`config.mk`:
```
export PLATFORM = sky130hd
export DESIGN_NAME = lrst_join
export DESIGN_NICKNAME = d
export VERILOG_FILES = /design/src/lrst_pkg.sv /design/src/lrst_join.sv
export SDC_FILE = /design/constraint.sdc
export NUM_CORES = 1
export LEC_CHECK = 0
export BUFFER_PORTS_ARGS = -buffer_cell sky130_fd_sc_hd__clkbuf_2
export CAP_MARGIN = 10
export CORE_MARGIN = 2
export CORE_UTILIZATION = 45
export DETAILED_ROUTE_END_ITERATION = 16
export PLACE_DENSITY = 0.8
export SLEW_MARGIN = 30
export SYNTH_ARGS = -nofsm -noshare
export SYNTH_HDL_FRONTEND = slang
export SYNTH_SLANG_ARGS = --single-unit
```
`constraint.sdc`:
```
create_clock -name vclk -period 13.7
set_clock_uncertainty 0.05 [all_clocks]
set_input_delay 2.74 -clock vclk [all_inputs]
set_output_delay 2.74 -clock vclk [all_outputs]
set_load 0.01 [all_outputs]
```
`src/lrst_pkg.sv`:
```
// ----------------------------------------------------------------------------
// lrst_pkg: shared types and constants of the longest-run segment tree
// Node record, payload structs, operation and status codes, and the leaf builder.
// ----------------------------------------------------------------------------
package lrst_pkg;

	localparam int MAX_LEN_DEF    = 1024;
	localparam int TREE_NODES_DEF = 4096;
	localparam int RUN_W = 11;
	localparam int SYM_W = 8;
	localparam int POS_W = 10;

	localparam logic [1:0] FUNC_LOAD   = 2'd0;
	localparam logic [1:0] FUNC_BUILD  = 2'd1;
	localparam logic [1:0] FUNC_UPDATE = 2'd2;

	localparam logic [1:0] ST_OK        = 2'd0;
	localparam logic [1:0] ST_RANGE     = 2'd1;
	localparam logic [1:0] ST_NOT_BUILT = 2'd2;

	typedef struct packed {
		logic [1:0]       func;
		logic [POS_W-1:0] position;
		logic [SYM_W-1:0] symbol;
	} in_word_t;

	typedef struct packed {
		logic [RUN_W-1:0] longest_run;
		logic [1:0]       status;
	} out_word_t;

	// Node record, 60 bits wide.
	typedef struct packed {
		logic [RUN_W-1:0] len;
		logic [RUN_W-1:0] pre;
		logic [RUN_W-1:0] suf;
		logic [RUN_W-1:0] best;
		logic [SYM_W-1:0] first;
		logic [SYM_W-1:0] last;
	} seg_t;

	localparam int SEG_W = $bits(seg_t);

	function automatic seg_t leaf(input logic [SYM_W-1:0] c);
		seg_t v;
		v.len = RUN_W'(1);
		v.pre = RUN_W'(1);
		v.suf = RUN_W'(1);
		v.best = RUN_W'(1);
		v.first = c;
		v.last = c;
		return v;
	endfunction

endpackage

```
`src/lrst_join.sv`:
```
// ----------------------------------------------------------------------------
// lrst_join: merge unit of the tree
// Combines a left and a right child record into their parent record.
// ----------------------------------------------------------------------------
module lrst_join
	import lrst_pkg::*;
(
	input  seg_t a,
	input  seg_t b,
	output seg_t p
);
	logic             touch;
	logic [RUN_W-1:0] mid_run;
	logic [RUN_W-1:0] best_ab;

	always_comb begin
		touch   = (a.last == b.first);
		mid_run = a.suf + b.pre;
		best_ab = (a.best > b.best) ? a.best : b.best;
		p.len   = a.len + b.len;
		p.first = a.first;
		p.last  = b.last;
		p.pre   = (touch && a.pre == a.len) ? a.pre + b.pre : a.pre;
		p.suf   = (touch && b.suf == b.len) ? b.suf + a.suf : b.suf;
		p.best  = (touch && mid_run > best_ab) ? mid_run : best_ab;
	end
endmodule

```
Word level (Yosys, flattened, before mapping):

Cells that the tools add are included.
Widths: inputs -> output; s select.

* add/subtract/negate cells: 4
* $lt $le $gt $ge: 2
* equality and inequality tests: 3
* muxes and demuxes: 4
* reduce and logical (&&, ||, !) cells: 3

Operators by type and width (count)
* $add 11x11->11: 4
* $mux 11: 4
* $eq 11x11->1: 2
* $gt 11x11->1: 2
* $eq 8x8->1: 1
* $logic_and 1x1->1: 3

* flip-flop bits (word level): 0
* input bits: 120
* output and inout bits: 60
* word-level logic and storage cells: 16

Logic depth before layout (Yosys ltp):

Gate-level depths: netlist (run 1).

* depth in word-level cells: 5
* depth in mapped cells: 17
* mapped depth without buffers: 16

Least setup slack after synthesis (run 1):

No wires, ideal clock.

* kind: input to output
* start point: input port b[21] (netlist bit)
* end point: output port p[20] (netlist bit)
* data arrival time: 5.523 ns
* required time: 10.910 ns
* slack: 5.387 ns
* cell stages on the path: 17
* path through: inv_1 > ha_1 > and3_1 > a221o_1 > nand2_1 > and3_1 > buf_2 > o21ai_0 > a21boi_0 > ha_1 > nand4_1 > nor2_1 > o21ai_0 > o211ai_1 > clkbuf_1 > a32oi_1 > a2bb2oi_1

RTL lines
* from (decl): RTL line lrst_join.sv:9 `input seg_t b,`
* to (decl): RTL line lrst_join.sv:10 `output seg_t p`

==> out/qor.yml, run 1 <==
post_cts_resized: 0
first_global_vias: 3759
drt_wl_total_um: 10600
worst_ir_drop_vdd_v: 0.0000307
synth_common_cells: "62 x ha_1, 40 x xor2_1, 32 x inv_1"
min_from: "b[0]"
synth_cell_types: 58
fin_tns_setup_ps: 0
arrival_ps: 6700
max_freq_ghz: 0.105
dieArea_mm2: 0.00838
dpl-instance-area_mm2: 0.00416
fin_cells: 670
drc_errors: 0
whs_path_depth: 0
cts_hold_buf: 0
ys_warn_count: 0
die_height_um: 91.5
gp_congestion: 0.904
die_w_um: 91.5
grt_max_degree: 13
worstHoldPathType: "in2out"
areaGrowthSynthToFinish_pct: 20.7
hold_viol_final: 0
rsz0062_at_grt: "no"
syn_nets: 631
end_kind: "output pin"
n_sequential_cell: 0
synth_seq_area_share_pct: 0
outcome: "finished clean"
drive_above_1_share_pct: 29.2
clock_buffers: 0
core_area_mm2: 0.00733
maxCapViolCount: 0
synth_area_per_cell_um2: 7.75
numPortBuffers: 148
viasPerCell: 5.84
startpoint_type: "primary input"
synth_area_leaders: "ha_1 23%, xor2_1 10%, xnor2_1 4.8%"
grt-ovfl-total: 0
final_area_mm2: 0.00416
multiInputGateArea_mm2: 0.00317
syn_inst: 445
period_share_pct: 69.2
fin_crit_ps: 9490
finalNetCount: 759
netlist_area_mm2: 0.00345
worstSetupPathType: "in2out"
drv_slew: 0
finalSetupViolations: 0
rows: 31
slowest_stage: "a41oi_1"
n_fill_cell: 707
required_ps: 10910
wl_per_cell_um: 15.8
worst_pin_slew_ps: 893
grt_pass1_wl_um: 16900
post_cts_buffers: 0
grt_util_all_layers_pct: 23.9
io_pins: 180
first_iter_violations: 130
dp_hpwl_um: 9490
initial_core_util_pct: 47.0
holdPathEnd: "p[0]"
crit_fanout: 12
power.leakage_nw: 2.11
antenna_found_initial: 0
synth_top_area_cell: "ha_1"
slew_headroom_pct: 39.7
ant_nets: 0
place_inst: 670
num_antenna_cells: 0
power_density_mw_per_mm2: 46.5
vias: 3911
seq_area_um2: 0
synth.most_common_cell: "ha_1"
max_stage_delay_ps: 730
synth_top_area_share_pct: 22.5
drt_first_pass_iters: 4
crit_chain: "clkbuf_2 > inv_1 > ha_1 > and4_1 > and3_1 > o21ai_1 > and3_1 > nor2_1 > a21boi_0 > ha_1 > nand4_1 > nor2_1 > a41oi_1 > and2_1 > mux2_2 > clkbuf_2"
==> kinds of logic (layout without fill, tap and decap cells) <==
group / after synthesis / count (layout) / share of synthesized area, %
XOR/XNOR: 59 / 59 / 15.0
buffers and inverters: 55 / 181 / 8.13
multiplexers: 22 / 22 / 7.08
adder cells (fa/ha/maj): 66 / 66 / 24.8
AO/OA/AOI/OAI: 134 / 134 / 27.0
AND/OR/NAND/NOR: 109 / 109 / 17.9
==> layout make-up <==
type,count,area share [%]
Multi-Input combinational cell,390,76.1
Timing Repair Buffer,149,18.0
Tap cell,99,2.98
Inverter,32,2.89
==> critical path, delay by kind of cell <==
| kind | cells | cell delay [ps] |
|---|---|---|
| fa+ha+maj | 2 | 640 |
| buf+inv | 3 | 260 |
| compound gates | 3 | 1030 |
| mux | 1 | 360 |
| simple gates | 7 | 1670 |
==> cell usage in the layout, fill, tap and decap left out, types with 5 or more instances in the layout <==
master     count
a211oi_1      10
a21boi_0      10
a21o_1        12
a21oi_1       21
a2bb2oi_1      7
a32oi_1       11
and3_1         7
clkbuf_2     148
ha_1          62
inv_1         32
mux2_1        11
mux2_2         8
nand2_1       19
nand4_1        7
nor2_1        21
nor2b_1        8
nor3_1        11
nor4_1         5
o211ai_1       5
o21a_1         5
o21ai_0       24
xnor2_1       19
xor2_1        40
==> stage by stage <==
step	utilization, %	power (mW)	setup slack, ps	hold slack [ps]
after floorplan	-	0.132	5390	5510
after global placement	56.7	0.185	4420	5430
after detailed placement	56.7	0.191	4280	5430
after CTS	56.7	0.192	4260	5430
after global routing	56.7	0.214	4030	5430
final	56.7	0.194	4210	5430
==> power by group <==
| part | leakage, nW | internal, mW | total [mW] | switching [mW] |
|---|---|---|---|---|
| sequential | 0 | 0 | 0 | 0 |
| combinational | 2.11 | 0.0857 | 0.194 | 0.108 |
| clock | 0 | 0 | 0 | 0 |
==> routing by layer <==
metal | global-route usage (%) | part of all wire [%] | vias up
met4 | 4.04 | 1.7 | 0
met1 | 30.4 | 42 | 1781
li1 | - | - | 1926
met5 | 0 | 0 | -
met2 | 43.4 | 48 | 188
met3 | 2.74 | 8.2 | 16
==> worst max path at each step <==
stage,start,end,slack (ps),cells past startpoint
2_1_floorplan,b[21],p[20],5390,17
3_3_place_gp,a[21],p[26],4420,15
3_5_place_dp,b[26],p[26],4280,16
4_1_cts,b[26],p[26],4260,16
5_1_grt,b[26],p[26],4030,16
6_report,b[26],p[26],4210,16
Power figures use the tool's default switching activity.
==> run 2: changes to the inputs <==
clock period = 9.26 ns   (was 13.7 ns; I/O delays follow)
==> run 2 against run 1 <==
Core utilization is the same; non-clock buffer count is the same; combinational power grew 47%; setup slack lost 2600 ps; highest routed layer unchanged.
==> out/qor.yml, run 2 (synthesis results as in run 1) <==
outcome: "finished clean"
num_antenna_cells: 0  # unchanged
numPortBuffers: 148  # unchanged
startpoint_type: "primary input"
first_global_vias: 3812  # +1.4%
fin_tns_setup_ps: 0  # unchanged
vias: 3885  # -0.66%
clock_buffers: 0  # unchanged
hold_viol_final: 0  # unchanged
cts_hold_buf: 0  # unchanged
ant_nets: 0  # unchanged
die_height_um: 91.5  # unchanged
worstSetupPathType: "in2out"
crit_fanout: 12  # unchanged
worstHoldPathType: "in2out"
post_cts_buffers: 0  # unchanged
max_freq_ghz: 0.130
n_sequential_cell: 0  # unchanged
power_density_mw_per_mm2: 68.8  # +48%
areaGrowthSynthToFinish_pct: 20.7  # unchanged
finalNetCount: 759  # unchanged
io_pins: 180  # unchanged
dp_hpwl_um: 9470  # -0.20%
dieArea_mm2: 0.00838  # unchanged
first_iter_violations: 181  # +39%
grt_max_degree: 13  # unchanged
drive_above_1_share_pct: 29.2  # unchanged
finalSetupViolations: 0  # unchanged
grt-ovfl-total: 0  # unchanged
initial_core_util_pct: 47.0  # unchanged
report.power.total_mw: 0.286  # +48%
layout_common_cells: "148 x clkbuf_2, 62 x ha_1, 40 x xor2_1"
viasPerCell: 5.80  # -0.66%
post_cts_resized: 0  # unchanged
end_kind: "output pin"
arrival_ps: 5790  # -910 ps
drv_slew: 0  # unchanged
fin_crit_ps: 7690
drt_wl_total_um: 10600  # -0.10%
drc_errors: 0  # unchanged
grt_util_all_layers_pct: 24.1  # +0.22 points
slew_headroom_pct: 35.9  # -3.7 points
maxCapViolCount: 0  # unchanged
seq_area_um2: 0  # unchanged
required_ps: 7360  # -3550 ps
worst_pin_slew_ps: 949  # +55.4 ps
min_from: "b[0]"
period_share_pct: 83.1
gp_congestion: 0.904  # unchanged
antenna_found_initial: 0  # unchanged
wl_per_cell_um: 15.8  # -0.10%
rows: 31  # unchanged
grt_pass1_wl_um: 17100  # +1.2%
rsz0062_at_grt: "no"
drt_first_pass_iters: 5  # +1
final_common_cell: "clkbuf_2"
crit_start: "b[26]"
power.leakage_nw: 2.11  # unchanged
die_w_um: 91.5  # unchanged
core_area_mm2: 0.00733  # unchanged
worst_ir_drop_vdd_v: 0.0000412  # +34%
[run 2: cell counts in the layout (fill, tap and decap cells not counted)]
Identical to the previous run, type by type.
[run 2: final timing paths]
kind / to / slack, ps / cells after the start
hold / removal: p[0] / 3650 / 0
setup / recovery: p[26] / 1570 / 16
[run 2: critical path, cell delays in order]
cell	delay, ps
clkbuf_2	100
inv_1	40
ha_1	300
and4_1	220
and3_1	210
o21ai_1	90
and3_1	250
nor2_1	420
a21boi_0	190
ha_1	320
nand4_1	130
nor2_1	70
a41oi_1	760
and2_1	330
mux2_2	350
clkbuf_2	130
[run 2: metal layers]
layer  GRT usage (%)  wire length (um)
met5               0                 0
met1            31.3              4580
met2            43.3              5010
met4            5.30               171
met3            1.83               820
[run 2: cell type report]
class	instances	area [um2]
fill	696	3170
multi-input combinational	390	3170
timing repair buffer	149	748
tap	99	124
inverter	32	120
[run 2: power by group]
| part | internal (mW) | total, mW | switching (mW) |
|---|---|---|---|
| Combinational | 0.127 | 0.286 | 0.159 |
| Clock | 0 | 0 | 0 |
| Sequential | 0 | 0 | 0 |
| Total | 0.127 | 0.286 | 0.159 |
[run 2: per-stage QoR]
stage	hold WS, ps	util, %	cell area [um2]	instances	worst slack, ps
floorplan	3730	-	3450	445	2720
global placement	3650	56.7	4160	670	1760
detailed placement	3650	56.7	4160	670	1620
CTS	3650	56.7	4160	670	1630
global route	3650	56.7	4160	670	1340
finish	3650	56.7	4160	670	1570
==> run 3: changes to the inputs <==
clock period = 7.8 ns   (was 9.26 ns; I/O delays follow)
==> run 3 against run 2 <==
Non-clock buffer count grew 2; sequential share of layout area is the same; critical path type unchanged; highest routed layer unchanged; core utilization up 0.20 points; hold slack got worse by 580 ps.
==> out/qor.yml, run 3 (synthesis results as in run 1) <==
outcome: "finished clean"
worstSetupPathType: "in2out"
initial_core_util_pct: 47.0  # unchanged
areaGrowthSynthToFinish_pct: 21.1
fin_crit_ps: 6820
drive_above_1_share_pct: 29.5  # +0.25 points
n_fill_cell: 696  # unchanged
rows: 31  # unchanged
timing.hold.ws_ps: 3070  # -584 ps
dpl-instance-area_mm2: 0.00417  # +0.36%
crit_fanout: 12  # unchanged
antenna_found_initial: 0  # unchanged
crit_start: "b[26]"
first_global_vias: 3695  # -3.1%
ant_nets: 0  # unchanged
required_ps: 6190  # -1170 ps
slowest_stage: "nor2_1"
p_int_mw: 0.153  # +21%
grt-ovfl-total: 0  # unchanged
n_sequential_cell: 0  # unchanged
gp_congestion: 0.898  # -0.65%
min_from: "b[0]"
power_density_mw_per_mm2: 82.4  # +20%
max_stage_delay_ps: 440  # -320 ps
drt_wl_total_um: 10800  # +1.9%
period_share_pct: 87.4
dieArea_mm2: 0.00838  # unchanged
pre_cts_slack_ps: 1050  # -573 ps
rsz0062_at_grt: "no"
numPortBuffers: 148  # unchanged
dp_hpwl_um: 9520  # +0.53%
combPwrFrac_pct: 100.0  # about the same
drc_errors: 0  # unchanged
layout_common_cells: "148 x clkbuf_2, 62 x ha_1, 40 x xor2_1"
max_freq_ghz: 0.147
setup_ws_ps: 981  # -585 ps
fin_tns_setup_ps: 0  # unchanged
post_cts_buffers: 0  # unchanged
die_height_um: 91.5  # unchanged
core_area_mm2: 0.00733  # unchanged
drt_first_pass_iters: 5  # unchanged
io_pins: 180  # unchanged
hold_viol_final: 0  # unchanged
fin_cells: 672  # +0.30%
slew_headroom_pct: 46.6  # +11 points
post_cts_resized: 0  # unchanged
crit_chain: "clkbuf_2 > inv_1 > ha_1 > and4_1 > and3_1 > o21ai_1 > and3_1 > nor2_1 > a21boi_0 > ha_1 > nand4_1 > nor2_1 > o21ai_0 > o211ai_1 > buf_4 > and2_1 > mux2_2 > clkbuf_2"
final_common_cell: "clkbuf_2"
swShare_pct: 55.5  # -0.21 points
multiInputGateArea_mm2: 0.00317  # unchanged
place_inst: 672  # +0.30%
die_w_um: 91.5  # unchanged
end_kind: "output pin"
final_area_mm2: 0.00417  # +0.36%
power_frac_clock_pct: 0  # unchanged
first_iter_violations: 176  # -2.8%
num_antenna_cells: 0  # unchanged
grt_max_degree: 13  # unchanged
vias: 3922  # +0.95%
startpoint_type: "primary input"
switching_power_mw: 0.191  # +20%
worstHoldPathType: "in2out"
maxCapViolCount: 0  # unchanged
finalNetCount: 761  # +0.26%
wl_per_cell_um: 16.0  # +1.6%
grt_util_all_layers_pct: 24.4  # +0.24 points
clock_buffers: 0  # unchanged
arrival_ps: 5210  # -580 ps
grt_pass1_wl_um: 17300  # +0.85%
p_seq_share_pct: 0  # unchanged
viasPerCell: 5.84  # +0.65%
cts_hold_buf: 0  # unchanged
drv_slew: 0  # unchanged
seq_area_um2: 0  # unchanged
power.leakage_nw: 2.12  # +0.49%
worst_pin_slew_ps: 796  # -153 ps
worst_ir_drop_vdd_v: 0.0000543  # +32%
finalSetupViolations: 0  # unchanged
-- run 3: changes by cell type in the layout (fill, tap and decap cells not counted), sizes merged --
cell,before,now
buf,1,3
-- run 3: per-layer routing --
metal	global-route usage, %	share of wire [%]	vias up
met5	0	0	-
met4	4.42	1.6	0
met3	3.24	7.9	21
met2	43.8	47	197
met1	31.0	43	1771
li1	-	-	1933
-- run 3: path summary, 6_finish.rpt --
check	depth (start not counted)	slack, ps	to
worst max-delay path	18	980	p[26]
worst min-delay path	0	3070	p[0]
-- run 3: power by group through the flow --
stage / Combinational, mW / Sequential, mW / Clock (mW)
after floorplan: 0.232 / 0 / 0
after global placement: 0.327 / 0 / 0
after detailed placement: 0.338 / 0 / 0
after CTS: 0.340 / 0 / 0
after global routing: 0.380 / 0 / 0
final: 0.344 / 0 / 0
-- run 3: layout make-up --
cell class,count,area share [%]
Inverter,32,2.88
Timing Repair Buffer,151,18.3
Tap cell,99,2.97
Multi-Input combinational cell,390,75.9
-- run 3: stage by stage --
step / util [%] / power [mW]
after global placement: 56.9 / 0.327
after detailed placement: 56.9 / 0.338
after CTS: 56.9 / 0.340
after global routing: 56.9 / 0.380
final: 56.9 / 0.344
after floorplan: - / 0.232
-- run 3: worst max-delay path, delay by kind of cell --
kind	cells	cell delay, ps
buffers and inverters	4	460
muxes	1	360
AOI/OAI and AO/OA	4	490
adders and majority gates	2	620
and+or+nand+nor	7	1710
