$ cat config.mk
export PLATFORM = sky130hd
export DESIGN_NAME = lrst_ram
export DESIGN_NICKNAME = d
export VERILOG_FILES = /design/src/lrst_ram.sv
export SDC_FILE = /design/constraint.sdc
export NUM_CORES = 1
export LEC_CHECK = 0
export BUFFER_PORTS_ARGS = -buffer_cell sky130_fd_sc_hd__buf_4
export CAP_MARGIN = 20
export CORE_MARGIN = 2
export CORE_UTILIZATION = 45
export CTS_CLUSTER_DIAMETER = 50
export DETAILED_ROUTE_END_ITERATION = 7
export MAX_ROUTING_LAYER = met4
export PLACE_DENSITY = 0.71
export SYNTH_ARGS = -nofsm -noshare
export SYNTH_HDL_FRONTEND = slang
export SYNTH_SLANG_ARGS = --single-unit
$ cat constraint.sdc
create_clock -name clk -period 1.5 [get_ports clk]
set_input_delay 0.15 -clock clk [delete_from_list [all_inputs] [get_ports clk]]
set_output_delay 0.15 -clock clk [all_outputs]
set_load 0.01 [all_outputs]
$ cat src/lrst_ram.sv
// ----------------------------------------------------------------------------
// lrst_ram: generic single-port RAM
// One write or one read a cycle; the read data is registered.
// ----------------------------------------------------------------------------
module lrst_ram #(
	parameter int WIDTH = 8,
	parameter int DEPTH = 16
) (
	input  logic                     clk,
	input  logic                     we,
	input  logic [$clog2(DEPTH)-1:0] addr,
	input  logic [WIDTH-1:0]         wdata,
	output logic [WIDTH-1:0]         rdata
);
	logic [WIDTH-1:0] mem_q [DEPTH];

	always_ff @(posedge clk) begin
		if (we) begin
			mem_q[addr] <= wdata;
		end
		rdata <= mem_q[addr];
	end
endmodule

; After elaboration in Yosys (flattened, before gate mapping)
; Memory sizes are Yosys's and may differ from the RTL's. A register that Yosys moved wholly into a read port is not among the register bits.
; Index checks and enable logic that the tools add are counted.
[word_totals]
regBits = 0
latchBits = 0
ram_bits = 128
rom_bits = 0
output_inout_bits = 8
word_cells = 3
mem_count = 1
[memory_table]
columns = name, depth, width, rd, rd_clocked_by_memory_dff, write_ports, line
row1 = mem_q, 16, 8, 1, 1, 1, 15  ; logic [WIDTH-1:0] mem_q [DEPTH];
[op_classes]
add_sub_neg = 0
mul = 0
div_mod_pow = 0
n_lt_le_gt_ge = 0
eq_ne = 0
shift = 0
muxes = 2
n_bitwise = 0
reduce_logical = 0
[op_table]
columns = op, n
row1 = two-way mux 1 bit, 2

; Longest topological paths before layout
; Gate-level depths: netlist of the first run.
[depth]
ltp_word = 2
ltp_mapped = 5
ltp_nobuf = 3

; Worst setup path before layout of the first run
; No wires, ideal clock.
[synth_path]
path_kind = input -> register
start = input port addr[2]
end = memory mem_q[0][0] (enable)
setup_time_ns = 0.383
arrival_time_ns = 1.260
setup_slack_ns = -0.143
stages = 2
n_path_buf = 0
path_cell_list = or3b_2 -> nor3_1
[synth_lines]
columns = item, line
row1 = "start, declared", 11  ; input logic [$clog2(DEPTH)-1:0] addr,
row2 = "end, declared", 15
; No word-level cell before the write port.

==> flow_metrics.py, run 1 <==
metrics = {
    "run_status": {
        "status": "finished, final reports clean",
    },
    "clocking": {
        "numCtsBuffers": 17,
        "clkSinkCount": 136,
        "ctsResizeCount": 0,
        "holdBufCountCts": 0,
        "cts_tree": "done",
        "cts_setup_buffers": 0,
        "clkTransAtPathRegs_ns": 0.06,
        "clkLatencyLatePin_ns": 0.41,
        "clockRootBuffer": "clkbuf_16",
        "htreeDepth": 4,
        "max-clock-path-buffers": 2,
    },
    "logic_synthesis": {
        "synth.mux.area_fraction": 0.142,
        "synth_top_cell_by_area": "edfxtp_1",
        "post-synth-top-count-cell": "edfxtp_1",
        "netlist_area_sq_mm": 0.00507,
        "synth_area_per_cell_sq_um": 22.0,
        "synthArstFlopShare": 0,
        "synth_compound_area_frac": 0.0237,
        "synth_area_leaders": "edfxtp_1, mux4_2, dfxtp_1",
        "yosys.area_share.xor_xnor": 0,
        "synthFlopType": "edfxtp_1",
        "yosys.area_share.simple": 0.0321,
        "synth_fa_ha_area_frac": 0,
        "netlist_top_cells_count": "edfxtp_1, mux4_2, a22oi_1, nor2_1, nand2_1",
        "synth_edf_count": 128,
        "synth_cells": 230,
        "yosys.cell_types.count": 18,
        "syn_nets": 244,
        "synth_top_family_by_area": "multiplexers",
        "seq_area_frac_synth": 0.790,
        "synth_seq_cells": 136,
        "synth_top_area_frac": 0.759,
        "ys_warn_count": 0,
    },
    "global_routing": {
        "grt-busiest-layer": "met2",
        "grt_overflow_total": 0,
        "grtUsageMet2": 0.298,
        "grt_pass1_wl_mm": 14.8,
        "antenna_found_initial": 0,
        "grt_use_total": 0.186,
        "use_met1": 0.228,
        "grt_use_met3": 0.0523,
        "grt_max_degree": 21,
        "grt_pass1_vias": 2568,
    },
    "sta": {
        "worst_slew_pin_slew_ns": 0.840,
        "fin_crit_ns": 1.42,
        "clock.fmax_mhz": 706,
        "finalSetupViolCount": 0,
        "slew_headroom": 0.438,
        "rsz0062_at_grt": "no",
        "finalCritPeriodShare": 0.944,
        "setup-tns-final_ns": 0,
        "maxSlewViolCount": 0,
        "hold_viol": 0,
        "fin_skew_ns": 0.00805,
    },
    "floorplan": {
        "die_w_microns": 110,
        "fp.coreArea_sq_mm": 0.0109,
        "die_h_microns": 110,
        "initial_core_util": 0.463,
        "die-area_sq_mm": 0.0121,
        "row_count": 38,
        "io_pins": 22,
    },
    "final_layout": {
        "seq_area_sq_mm": 0.00400,
        "area_growth_pct": 23.5,
        "nFillCells": 805,
        "post-route-cell-area_sq_mm": 0.00626,
        "layout.nets": 304,
        "diodes": 0,
        "multi_input_area_sq_mm": 0.00101,
        "drive_above_1_share": 0.396,
        "fin_util": 0.572,
    },
    "detailed_routing": {
        "drt-total-wl_mm": 9.86,
        "firstDrtPassIters": 4,
        "via_per_inst": 5.42,
        "drt_iter0_markers": 127,
        "drc": 0,
        "avgRoutedWirePerCell_microns": 22.3,
        "num_vias": 2403,
        "postRouteAntennaNets": 0,
    },
    "power": {
        "p_total_mw": 8.96,
        "powerDensity_mw_per_mm2": 1430,
        "leakage_nw": 2.10,
        "ir_worst_vdd_v": 0.000834,
    },
    "setup_path": {
        "endpoint_kind": "flop",
        "arrival_ns": 1.70,
        "r2r_cells": 3,
        "critPathRequiredTime_ns": 1.79,
        "reg2reg_slack_ns": 0.08,
        "start_kind": "flop",
        "r2r_start": "mem_q[7][4]$_DFFE_PP_",
        "critPathKind": "flop to flop",
        "worstPathMaxFanout": 1,
        "r2r_end": "rdata[4]$_DFF_P_",
    },
    "placed_design": {
        "port_buffers": 21,
        "gp_congestion": 0.773,
        "place_area_sq_mm": 0.00565,
        "dp_hpwl_mm": 6.34,
    },
    "min_path": {
        "hold_path.class": "primary input to flop",
        "hold_start": "wdata[2]",
        "whs_path_depth": 1,
        "min_to": "mem_q[7][2]$_DFFE_PP_",
    },
    "flow_run": {
        "cap_violations": 0,
    },
}
[worst max-delay path, stage by stage, from the launching register on]
cell and delay [ns]:
edfxtp_1 0.37, mux4_2 0.51, a22oi_1 0.29, nand2_1 0.13
[area by class of cell]
class	instances	share of cell area
Clock buffer	18	0.0702
Clock inverter	14	0.0274
Multi-Input combinational cell	83	0.162
Sequential cell	136	0.640
Tap cell	140	0.0280
Timing Repair Buffer	52	0.0724
[power by group]
group	internal, mW	total, mW	leakage (nW)	switching, mW
clock network	2.67	4.23	0.293	1.56
logic	0.220	0.461	0.587	0.241
registers	4.25	4.27	1.22	0.0247
total	7.14	8.96	2.10	1.83
[registers in the layout, summed over array words and instances (netlist names)]
signal	cells
rdata	8
mem_q	128
[kinds of logic after synthesis]
logic type	after synthesis
AO/OA/AOI/OAI	16
flip-flops	136
AND/OR/NAND/NOR	35
multiplexers	32
buffers and inverters	11
[how the worst max path moves through the flow]
stage                          startpoint                endpoint  slack, ns  depth (start not counted)
CTS                 mem_q[2][4]$_DFFE_PP_        rdata[4]$_DFF_P_        0.1                          3
finish              mem_q[7][4]$_DFFE_PP_        rdata[4]$_DFF_P_       0.08                          3
global placement                  addr[0]        rdata[7]$_DFF_P_      -0.08                          6
global route        mem_q[3][2]$_DFFE_PP_        rdata[2]$_DFF_P_       0.05                          3
detailed placement                addr[0]        rdata[7]$_DFF_P_      -0.10                          6
floorplan                         addr[1]  mem_q[12][0]$_DFFE_PP_      -0.09                          3
[cell usage in the layout (no fill, tap or decap), drive strengths merged]
| cell type | Yosys | routed |
|---|---|---|
| a22oi | 16 | 16 |
| and2 | 1 | 1 |
| buf | 8 | 52 |
| bufinv | 0 | 3 |
| clkbuf | 3 | 18 |
| clkinv | 0 | 5 |
| clkinvlp | 0 | 3 |
| dfxtp | 8 | 8 |
| edfxtp | 128 | 128 |
| inv | 0 | 3 |
| mux4 | 32 | 32 |
| nand2 | 9 | 9 |
| nand2b | 2 | 2 |
| nand3 | 1 | 1 |
| nand3b | 2 | 2 |
| nor2 | 13 | 13 |
| nor2b | 2 | 2 |
| nor3 | 4 | 4 |
| or3b | 1 | 1 |
[metal layers]
layer	vias to the layer above	routed length, microns
met1	1250	4120
li1	1085	-
met3	11	407
met5	-	0
met4	0	138
met2	57	5190
[stage by stage]
step | worst slack [ns] | hold WS, ns | std cells
2_1_floorplan | -0.0881 | 0.249 | 230
3_3_place_gp | -0.0847 | 0.458 | 411
3_5_place_dp | -0.103 | 0.468 | 411
4_1_cts | 0.0986 | 0.0384 | 443
5_1_grt | 0.0462 | 0.0568 | 443
6_report | 0.0834 | 0.0555 | 443
Note: power is estimated with default switching activity, not from simulation.
==> run 2, diff against run 1 <==
CORE_ASPECT_RATIO = 0.75   (was not set)
SLEW_MARGIN = 20   (was not set)
==> run 2 against run 1 <==
Net effect: clock-buffer cell count up 3; design area fell by 1.7%; flip-flop and latch count stayed put; clock power fell by 9.0%; wire length up 2.8%; sequential share of layout area increased by 1.1 points; critical path depth is the same; total power decreased by 4.3%; fmax is 6.0% higher; cell count grew 0.23%; core utilization fell by 1.0 points; sequential power hardly changed; critical path type unchanged.
==> flow_metrics.py, run 2 (synthesis gave the netlist of run 1 again) <==
metrics = {
    "run_status": {
        "status": "finished, final reports clean",
    },
    "detailed_routing": {
        "firstDrtPassIters": 4,
        "drc": 0,
        "avgRoutedWirePerCell_microns": 22.8,
        "postRouteAntennaNets": 0,
        "via_per_inst": 5.69,
        "drt-total-wl_mm": 10.1,
        "num_vias": 2525,
        "drt_iter0_markers": 300,
    },
    "placed_design": {
        "dp_hpwl_mm": 6.53,
        "place_area_sq_mm": 0.00560,
        "port_buffers": 21,
        "post-place-ws_ns": -0.0975,
        "gp_congestion": 0.774,
    },
    "floorplan": {
        "row_count": 33,
        "initial_core_util": 0.463,
        "die-area_sq_mm": 0.0121,
        "die_h_microns": 95.9,
        "die_w_microns": 127,
        "fp.coreArea_sq_mm": 0.0109,
        "io_pins": 22,
    },
    "setup_path": {
        "endpoint_kind": "flop",
        "critPathKind": "flop to flop",
        "start_kind": "flop",
        "arrival_ns": 1.63,
        "critPathRequiredTime_ns": 1.79,
        "worstPathMaxFanout": 1,
        "r2r_cells": 3,
    },
    "sta": {
        "fin_skew_ns": 0.00356,
        "finalSetupViolCount": 0,
        "maxSlewViolCount": 0,
        "setup-tns-final_ns": 0,
        "fin_hold_ws_ns": 0.0488,
        "rsz0062_at_grt": "no",
        "hold_viol": 0,
        "slew_headroom": 0.424,
        "worst_slew_pin_slew_ns": 0.861,
        "finalCritPeriodShare": 0.891,
        "fin_crit_ns": 1.34,
        "clock.fmax_mhz": 748,
        "setup_ws_ns": 0.164,
    },
    "power": {
        "ir_worst_vdd_v": 0.00108,
        "leakage_nw": 2.07,
        "p_total_mw": 8.58,
        "powerDensity_mw_per_mm2": 1390,
    },
    "flow_run": {
        "cap_violations": 0,
    },
    "final_layout": {
        "largest_reg_flops": 128,
        "mostFrequentLayoutCells": "edfxtp_1, buf_4, mux4_2",
        "mostFrequentLayoutCell": "edfxtp_1",
        "layout.nets": 305,
        "nFillCells": 820,
        "post-route-cell-area_sq_mm": 0.00615,
        "drive_above_1_share": 0.372,
        "reg.largest.list": "mem_q x128, rdata x8",
        "area_growth_pct": 21.4,
        "diodes": 0,
        "top_register": "mem_q",
    },
    "clocking": {
        "holdBufCountCts": 0,
        "clockRootBuffer": "clkbuf_16",
        "clkSinkCount": 136,
        "numCtsBuffers": 17,
        "cts_tree": "done",
        "clkLatencyLatePin_ns": 0.41,
        "clkTransAtPathRegs_ns": 0.05,
        "ctsResizeCount": 0,
        "max-clock-path-buffers": 2,
        "htreeDepth": 4,
        "cts_setup_buffers": 0,
    },
    "global_routing": {
        "grt_pass1_wl_mm": 15.9,
        "grt_max_degree": 25,
        "antenna_found_initial": 0,
        "grt_use_total": 0.193,
        "grt_pass1_vias": 2689,
        "grt_overflow_total": 0,
    },
    "min_path": {
        "hold_path.class": "primary input to flop",
        "whs_path_depth": 1,
    },
}
## run 2: cell types whose count changed in the layout (fill, tap and decap cells not counted)
cell,change
buf_4,+5
buf_12,-4
clkbuf_1,+4
clkinv_1,+4
inv_6,-3
clkinvlp_4,-2
bufinv_16,-1
clkbuf_8,-1
clkinv_4,-1
## run 2: metrics by stage
step | util | instances
floorplan | - | 230
global placement | 0.512 | 412
detailed placement | 0.512 | 412
CTS | 0.562 | 444
global route | 0.562 | 444
finish | 0.562 | 444
## run 2: final cells by class
type	instances	area, sq um	share of cell area
timing repair buffer	53	410	0.0667
multi-input combinational	83	1010	0.165
sequential	136	4000	0.651
clock inverter	11	106	0.0173
tap	140	175	0.0285
clock buffer	21	440	0.0716
## run 2: routing by layer
layer,track usage,vias up,part of all wire
li1,-,1092,-
met1,0.261,1346,0.46
met2,0.282,73,0.48
met3,0.0584,14,0.051
met4,0.0714,0,0.015
met5,-,-,0
## run 2: path summary, 6_finish.rpt
path,startpoint,endpoint,slack (ns)
worst min-delay path,wdata[7],mem_q[14][7]$_DFFE_PP_,0.05
worst max-delay path,mem_q[3][7]$_DFFE_PP_,rdata[7]$_DFF_P_,0.16
worst max register to register,mem_q[3][7]$_DFFE_PP_,rdata[7]$_DFF_P_,0.16
worst min register to register,mem_q[14][1]$_DFFE_PP_,rdata[1]$_DFF_P_,0.69
## run 2: critical path, stage by stage (launching register included)
cell and delay, ns:
edfxtp_1 0.37, mux4_2 0.50, a22oi_1 0.27, nand2_1 0.09
## run 2: power breakdown
| part | internal, mW | leakage (nW) | total, mW | switching (mW) |
|---|---|---|---|---|
| Clock | 2.41 | 0.265 | 3.85 | 1.44 |
| Sequential | 4.25 | 1.22 | 4.28 | 0.0252 |
| Combinational | 0.207 | 0.580 | 0.446 | 0.239 |
| Total | 6.87 | 2.07 | 8.58 | 1.71 |
==> run 3, diff against run 2 <==
CELL_PAD_IN_SITES_DETAIL_PLACEMENT = 1   (was not set)
CELL_PAD_IN_SITES_GLOBAL_PLACEMENT = 2   (was not set)
CORE_MARGIN = 1   (was 2)
CORE_UTILIZATION = 43   (was 45)
PLACE_DENSITY = 0.81   (was 0.71)
==> run 3 against run 2 <==
Net effect: clock skew is essentially flat; first-iteration DRC count shrank 43%; worst setup slack lost 0.069 ns; wire length grew 4.2%; global-route usage grew 1.4 points; core utilization grew 0.43 points; clock power grew 6.2%; critical path type unchanged; critical endpoint is now rdata[3]$_DFF_P_; largest cell class unchanged; largest power group unchanged.
==> flow_metrics.py, run 3 (synthesis gave the netlist of run 1 again) <==
metrics = {
    "sta": {
        "hold_viol": 0,
        "maxSlewViolCount": 0,
        "clock.fmax_mhz": 712,
        "worst_slew_pin_slew_ns": 0.943,
        "rsz0062_at_grt": "no",
        "fin_skew_ns": 0.00402,
        "finalCritPeriodShare": 0.937,
        "fin_crit_ns": 1.40,
        "slew_headroom": 0.369,
        "finalSetupViolCount": 0,
    },
    "clocking": {
        "clkLatencyLatePin_ns": 0.41,
        "htreeDepth": 4,
        "clkSinkCount": 136,
        "clockRootBuffer": "clkbuf_16",
        "clkTransAtPathRegs_ns": 0.06,
        "ctsResizeCount": 0,
        "max-clock-path-buffers": 2,
        "cts_tree": "done",
        "cts_setup_buffers": 0,
        "numCtsBuffers": 17,
        "holdBufCountCts": 0,
    },
    "final_layout": {
        "post-route-cell-area_sq_mm": 0.00634,
        "diodes": 0,
        "fin_util": 0.566,
        "top_register": "mem_q",
        "multi_input_area_sq_mm": 0.00101,
        "mostFrequentLayoutCells": "edfxtp_1, buf_4, mux4_2",
        "nFillCells": 975,
        "largest_reg_flops": 128,
        "layout.nets": 317,
        "area_growth_pct": 25.1,
        "drive_above_1_share": 0.415,
        "seq_area_sq_mm": 0.00400,
        "mostFrequentLayoutCell": "edfxtp_1",
        "reg.largest.list": "mem_q x128, rdata x8",
    },
    "setup_path": {
        "slowest_stage": "mux4_2",
        "arrival_ns": 1.70,
        "endpoint_kind": "flop",
        "cpPeakStageDelay_ns": 0.48,
        "start_kind": "flop",
        "worstPathMaxFanout": 1,
        "critPathRequiredTime_ns": 1.79,
        "cp_cell_sequence": "mux4_2, a22oi_1, nand2_1",
        "critPathKind": "flop to flop",
    },
    "detailed_routing": {
        "postRouteAntennaNets": 0,
        "num_vias": 2506,
        "firstDrtPassIters": 4,
        "via_per_inst": 5.30,
        "drc": 0,
        "avgRoutedWirePerCell_microns": 22.3,
        "drt_iter0_markers": 170,
        "drt-total-wl_mm": 10.6,
    },
    "power": {
        "ir_worst_vdd_v": 0.000814,
        "p_total_mw": 8.86,
        "leakage_nw": 2.15,
        "powerDensity_mw_per_mm2": 1400,
    },
    "global_routing": {
        "grt_pass1_vias": 2757,
        "grt_overflow_total": 0,
        "grt_pass1_wl_mm": 16.5,
        "grt-busiest-layer": "met2",
        "grt_max_degree": 18,
        "grtUsageMet2": 0.321,
        "grt_use_total": 0.207,
        "antenna_found_initial": 0,
        "use_met1": 0.263,
        "grt_use_met3": 0.0550,
    },
    "min_path": {
        "hold_path.class": "primary input to flop",
    },
    "placed_design": {
        "port_buffers": 21,
        "dp_hpwl_mm": 7.20,
        "gp_congestion": 0.735,
        "place_area_sq_mm": 0.00575,
    },
    "floorplan": {
        "fp.coreArea_sq_mm": 0.0112,
        "io_pins": 22,
        "die_w_microns": 127,
        "row_count": 33,
        "initial_core_util": 0.453,
        "die_h_microns": 96.0,
        "die-area_sq_mm": 0.0122,
    },
    "flow_run": {
        "cap_violations": 0,
    },
    "run_status": {
        "status": "finished, final reports clean",
    },
}
[run 3: where the power goes]
group / internal [mW] / switching [mW]
Sequential: 4.25 / 0.0240
Combinational: 0.237 / 0.257
Clock: 2.58 / 1.51
[run 3: final cells by class]
type,instances,area share
multi-input combinational,83,0.160
clock inverter,15,0.0253
tap,157,0.0310
sequential,136,0.632
clock buffer,17,0.0671
timing repair buffer,65,0.0849
[run 3: final timing paths]
| path | slack (ns) | cells after the start | to | from |
|---|---|---|---|---|
| worst max-delay path | 0.1 | 3 | rdata[3]$_DFF_P_ | mem_q[5][3]$_DFFE_PP_ |
| worst min-delay path | 0.05 | 1 | mem_q[6][4]$_DFFE_PP_ | wdata[4] |
| worst max register to register | 0.1 | 3 | rdata[3]$_DFF_P_ | mem_q[5][3]$_DFFE_PP_ |
| worst min register to register | 0.68 | 3 | rdata[3]$_DFF_P_ | mem_q[14][3]$_DFFE_PP_ |
[run 3: routing by layer]
metal	wire length [microns]	vias up	part of all wire
li1	-	1111	-
met1	4890	1324	0.46
met2	5050	55	0.48
met3	466	16	0.044
met4	155	0	0.015
met5	0	-	0
[run 3: stage by stage]
step           hold WS, ns  std cells  TNS (ns)  setup slack [ns]
2_1_floorplan        0.249        230     -7.03           -0.0881
3_3_place_gp         0.455        441    -0.848            -0.170
3_5_place_dp         0.470        441     -3.01            -0.213
4_1_cts             0.0268        473         0             0.111
5_1_grt             0.0570        473         0            0.0577
6_report            0.0483        473         0            0.0951
[run 3: critical path: cells and delay by family (launching register included)]
| family | cells | cell delay [ns] |
|---|---|---|
| AO/OA/AOI/OAI | 1 | 0.32 |
| flip-flops | 1 | 0.38 |
| multiplexers | 1 | 0.48 |
| AND/OR/NAND/NOR | 1 | 0.10 |
